File: config.mk
export PLATFORM = sky130hd
export DESIGN_NAME = smsu_cell
export DESIGN_NICKNAME = d
export VERILOG_FILES = /design/src/design/smsu_pkg.sv /design/src/design/smsu_cell.sv
export SDC_FILE = /design/constraint.sdc
export NUM_CORES = 1
export LEC_CHECK = 0
export BUFFER_PORTS_ARGS = -buffer_cell sky130_fd_sc_hd__buf_2
export CORE_ASPECT_RATIO = 0.75
export CORE_MARGIN = 8
export CORE_UTILIZATION = 40
export DETAILED_ROUTE_END_ITERATION = 12
export HOLD_SLACK_MARGIN = 0.15
export PLACE_DENSITY_LB_ADDON = 0.05
export SLEW_MARGIN = 20
export SYNTH_ARGS = -nofsm -noshare
export SYNTH_HDL_FRONTEND = slang
export SYNTH_SLANG_ARGS = --single-unit
export TNS_END_PERCENT = 20
File: constraint.sdc
create_clock -name clk -period 3.6 [get_ports clk]
set_input_delay 0.54 -clock clk [delete_from_list [all_inputs] [get_ports clk]]
set_output_delay 0.54 -clock clk [all_outputs]
set_load 0.01 [all_outputs]
File: src/design/smsu_pkg.sv
// shared types and constants of the stable merge sorter unit
// no dependencies; used by smsu_cell and the top level

package smsu_pkg;

	localparam int MAX_RECORDS_DEF = 64;
	localparam int KEY_BITS_DEF    = 32;
	localparam int TAG_BITS_DEF    = 16;

	// configuration register indexes
	localparam logic REG_SORT_DESCENDING = 1'b0;
	localparam logic REG_SIGNED_KEYS     = 1'b1;

	// control sequence, one-hot
	typedef enum logic [2:0] {
		ST_LOAD  = 3'b001,
		ST_SORT  = 3'b010,
		ST_DRAIN = 3'b100
	} state_t;

	// per-cell control, priority load > take_right > take_left
	typedef struct packed {
		logic load;
		logic take_right;
		logic take_left;
		logic descending;
		logic signed_keys;
	} cell_ctl_t;

endpackage

File: src/design/smsu_cell.sv
// one cell of the sorting chain: holds a record, compares it with its right neighbour
// depends on smsu_pkg

module smsu_cell #(
	parameter int KEY_BITS = smsu_pkg::KEY_BITS_DEF,
	parameter int TAG_BITS = smsu_pkg::TAG_BITS_DEF
) (
	input  logic                         clk,
	input  smsu_pkg::cell_ctl_t          ctl,
	input  logic [KEY_BITS+TAG_BITS-1:0] load_rec,
	input  logic [KEY_BITS+TAG_BITS-1:0] left_rec,
	input  logic [KEY_BITS+TAG_BITS-1:0] right_rec,
	output logic [KEY_BITS+TAG_BITS-1:0] rec,
	output logic                         gt_right
);

	logic [KEY_BITS+TAG_BITS-1:0] rec_q;
	logic [KEY_BITS-1:0]          ka;
	logic [KEY_BITS-1:0]          kb;

	always_ff @(posedge clk) begin
		if (ctl.load) begin
			rec_q <= load_rec;
		end else if (ctl.take_right) begin
			rec_q <= right_rec;
		end else if (ctl.take_left) begin
			rec_q <= left_rec;
		end
	end

	// signed keys compare as unsigned with the sign bit flipped
	always_comb begin
		ka = rec_q[KEY_BITS-1:0];
		kb = right_rec[KEY_BITS-1:0];
		ka[KEY_BITS-1] = rec_q[KEY_BITS-1] ^ ctl.signed_keys;
		kb[KEY_BITS-1] = right_rec[KEY_BITS-1] ^ ctl.signed_keys;
		// strict order only, so equal keys never swap
		gt_right = ctl.descending ? (ka < kb) : (ka > kb);
	end

	assign rec = rec_q;

endmodule

==> summary.txt <==
Run status
  • Status: completed

Yosys
  • Synthesized area per cell: 9.903 µm²
  • Top-count cell post-synth: nand2_1
  • Post-synth cell types: 25
  • Most area-consuming cells after synthesis: edfxtp_1, mux2i_1, ha_1, o21ai_0, nand2_1
  • EDFF count, synth: 48
  • Seq/Total Area, Yosys: roughly 44%
  • Post-synthesis cell count: ~330
  • Most used DFF post-synth: edfxtp_1
  • Cell taking the most area after synthesis: edfxtp_1
  • Synthesized area: approximately 3200 µm²
  • Ys Warns: 0
  • Syn nets: 510
  • Top-area cell type share of the netlist area: approximately 44%
  • Yosys reg bits: 48
  • Synth cell count leaders: nand2_1, o21ai_0, edfxtp_1, mux2i_1
  • Ys async rst share: 0%

Clock tree
  • Num CTS Buffers: 5
  • Max H-tree Level: 2
  • Clock Tree Buf Depth: 2
  • Cts-stage hold buffer count: 0
  • Post-CTS setup buffer count: 0
  • # resized after CTS: 0
  • TritonCTS clock tree: yes
  • CTS sink cnt: between 40 and 50
  • Root Buffer: clkbuf_8
  • Clock-pin transition on the worst setup and hold timing paths: around 90 ps

Setup path
  • Critical Path End: gt_right
  • Buffers plus inverters on the worst setup path: 1
  • Peak per-stage delay on the critical path: ~520 ps
  • Type of the worst setup path: flip-flop to output port
  • WP data required: ~3100 ps
  • Kind of cell adding the most delay to the critical path: simple AND/OR/NAND/NOR gates
  • Crit path cell chain: xor2_1 -> ha_1 -> nand4_1 -> or4_1 -> o21ai_1 -> mux2_1 -> buf_2
  • Crit path from: rec[31]
  • WP data arrival: roughly 2500 ps
  • Worst-path maximum fanout: 5
  • Crit path launch type: flip-flop
  • Crit. path cell count: 7
  • Setup crit end kind: output port
  • Slowest cell on crit path: or4_1

Floorplanning
  • CORE AREA: between 7000 and 8000 µm²
  • Initial Utilization: between 40 and 50%
  • Row cnt: 28
  • Die height: around 94 µm
  • IO Pins: 199
  • Die area: between 10000 and 15000 µm²
  • Die width: around 120 µm

Timing
  • Final Setup Violations: 0
  • FMAX: ~330 MHz
  • Slew HR: roughly 44%
  • Pins over their slew limit: 0
  • TNS Setup: 0 ps
  • Unrepaired setup endpoints after global routing: no
  • Slew @ Worst Pin: 836.6 ps
  • Clock period minus worst slack: 3066 ps
  • Period utilization: a little under nine tenths
  • Hold Violations, Final: 0

Placed design
  • DPL Wire Length: slightly below 8000 µm
  • RD Place Congestion: between 0.7 and 0.8
  • Cells after DPL: 616
  • Buffers on Ports: 198

Power and ir drop
  • Sw frac: between 20% and 30%
  • Max VDD drop: approximately 0.00016 V
  • Net Sw Power: 0.0004296 W
  • Cell Pwr Density: 330.6 nW/µm²
  • Clk pwr share: 21.3%
  • Leakage power: about 2.3 nW
  • P_int: between 0.001 and 0.0015 W
  • Total power: approximately 0.0015 W
  • Seq pwr share: around 50%
  • Gate power share: about 29%

Detailed routing
  • Remaining antenna violation count: 0
  • Via count: approximately 3000
  • Total wire length: a little under 10000 µm
  • Pre-Repair DR Iteration Count: 4
  • Initial DRC Count: between 60 and 70
  • Wire length per cell: about 16 µm
  • DR DRC count: 0
  • Via-to-Cell Ratio: roughly 4.8

Layout
  • Fin cells: just over 600
  • Multi-input logic area: around 1600 µm²
  • Number of flip-flops in the largest register: 48
  • Reg area: roughly 1400 µm²
  • NumNets Final: 700
  • # diodes: 0
  • Share of layout cells above drive strength 1: 40.15%
  • Area grow syn2layout: 35.40%
  • Fillers: between 700 and 800

Global route
  • GRT Util Overall: between 10% and 20%
  • First-pass GRT wire length: around 15000 µm
  • Vias in the first global route: 3196
  • Grt total ovfl: 0
  • Largest net degree at the start of global routing: 97
  • Initial antenna violation count: 0

Run
  • Max-Cap Viols: 0

Min path
  • Hold Path Cell Cnt: 3
  • Hold WC Path Type: primary input to flip-flop
## stage by stage
stage / hold WS (ps) / util (%) / worst slack (ps) / cell area, µm²
CTS: 513.9 / 55.75 / 508.9 / 4394
global route: 526.0 / 55.79 / 378.5 / 4398
global placement: 817.0 / 54.76 / 604.2 / 4317
detailed placement: 824.5 / 54.76 / 610.7 / 4317
floorplan: 727.1 / - / 945.1 / 3248
finish: 521.1 / 55.79 / 533.7 / 4398
## cells in the final DEF (no fill, tap or decap), drive strengths merged
cell,instances
buf,200
nand2,56
o21ai,53
mux2i,48
edfxtp,48
inv,32
ha,32
a21oi,14
nand4,6
clkbuf,6
nand3,4
nor2,3
nor4,2
a21o,2
a221o,2
a211oi,2
xor2,1
xnor2,1
a31oi,1
or4,1
nor3,1
mux2,1
or3,1
clkinv,1
## final cells by class
| cell class | instances | share of cell area, % |
|---|---|---|
| inverters | 32 | 2.731 |
| clock buffers | 6 | 1.650 |
| well taps | 105 | 2.987 |
| multi-input cells | 231 | 36.87 |
| flip-flops and latches | 48 | 32.77 |
| clock inverters | 1 | 0.1138 |
| repair buffers | 200 | 22.87 |
## cell families after synthesis
logic type	share of synthesized area, %
flip-flops	44.38
AND/OR/NAND/NOR	9.553
XOR/XNOR	0.5394
multiplexers	15.14
AO/OA/AOI/OAI	12.21
buffers and inverters	5.855
adder cells (fa/ha/maj)	12.33
## how the worst min path moves through the flow
stage	from	to
final	load_rec[37]	rec[37]
after global routing	load_rec[21]	rec[21]
after CTS	load_rec[39]	rec[39]
after detailed placement	load_rec[10]	rec[10]
after global placement	load_rec[9]	rec[9]
after floorplan	load_rec[45]	rec[45]
## metal layers
metal / track usage [%] / share of wire (%) / routed length (µm)
met5: 0 / 0 / 0
met3: 6.246 / 8.4 / 814
met4: 3.316 / 0.62 / 60
met2: 27.56 / 47 / 4607
met1: 19.44 / 44 / 4222
## power groups by stage
| stage | Combinational, W | Clock [W] | Sequential (W) |
|---|---|---|---|
| floorplan | 0.000193 | 0 | 0.000764 |
| global placement | 0.000428 | 0 | 0.000727 |
| detailed placement | 0.000433 | 0 | 0.000731 |
| CTS | 0.000435 | 0.000321 | 0.000719 |
| global route | 0.000482 | 0.000339 | 0.000727 |
| finish | 0.000426 | 0.000309 | 0.000718 |
(Power assumes the default switching activity.)
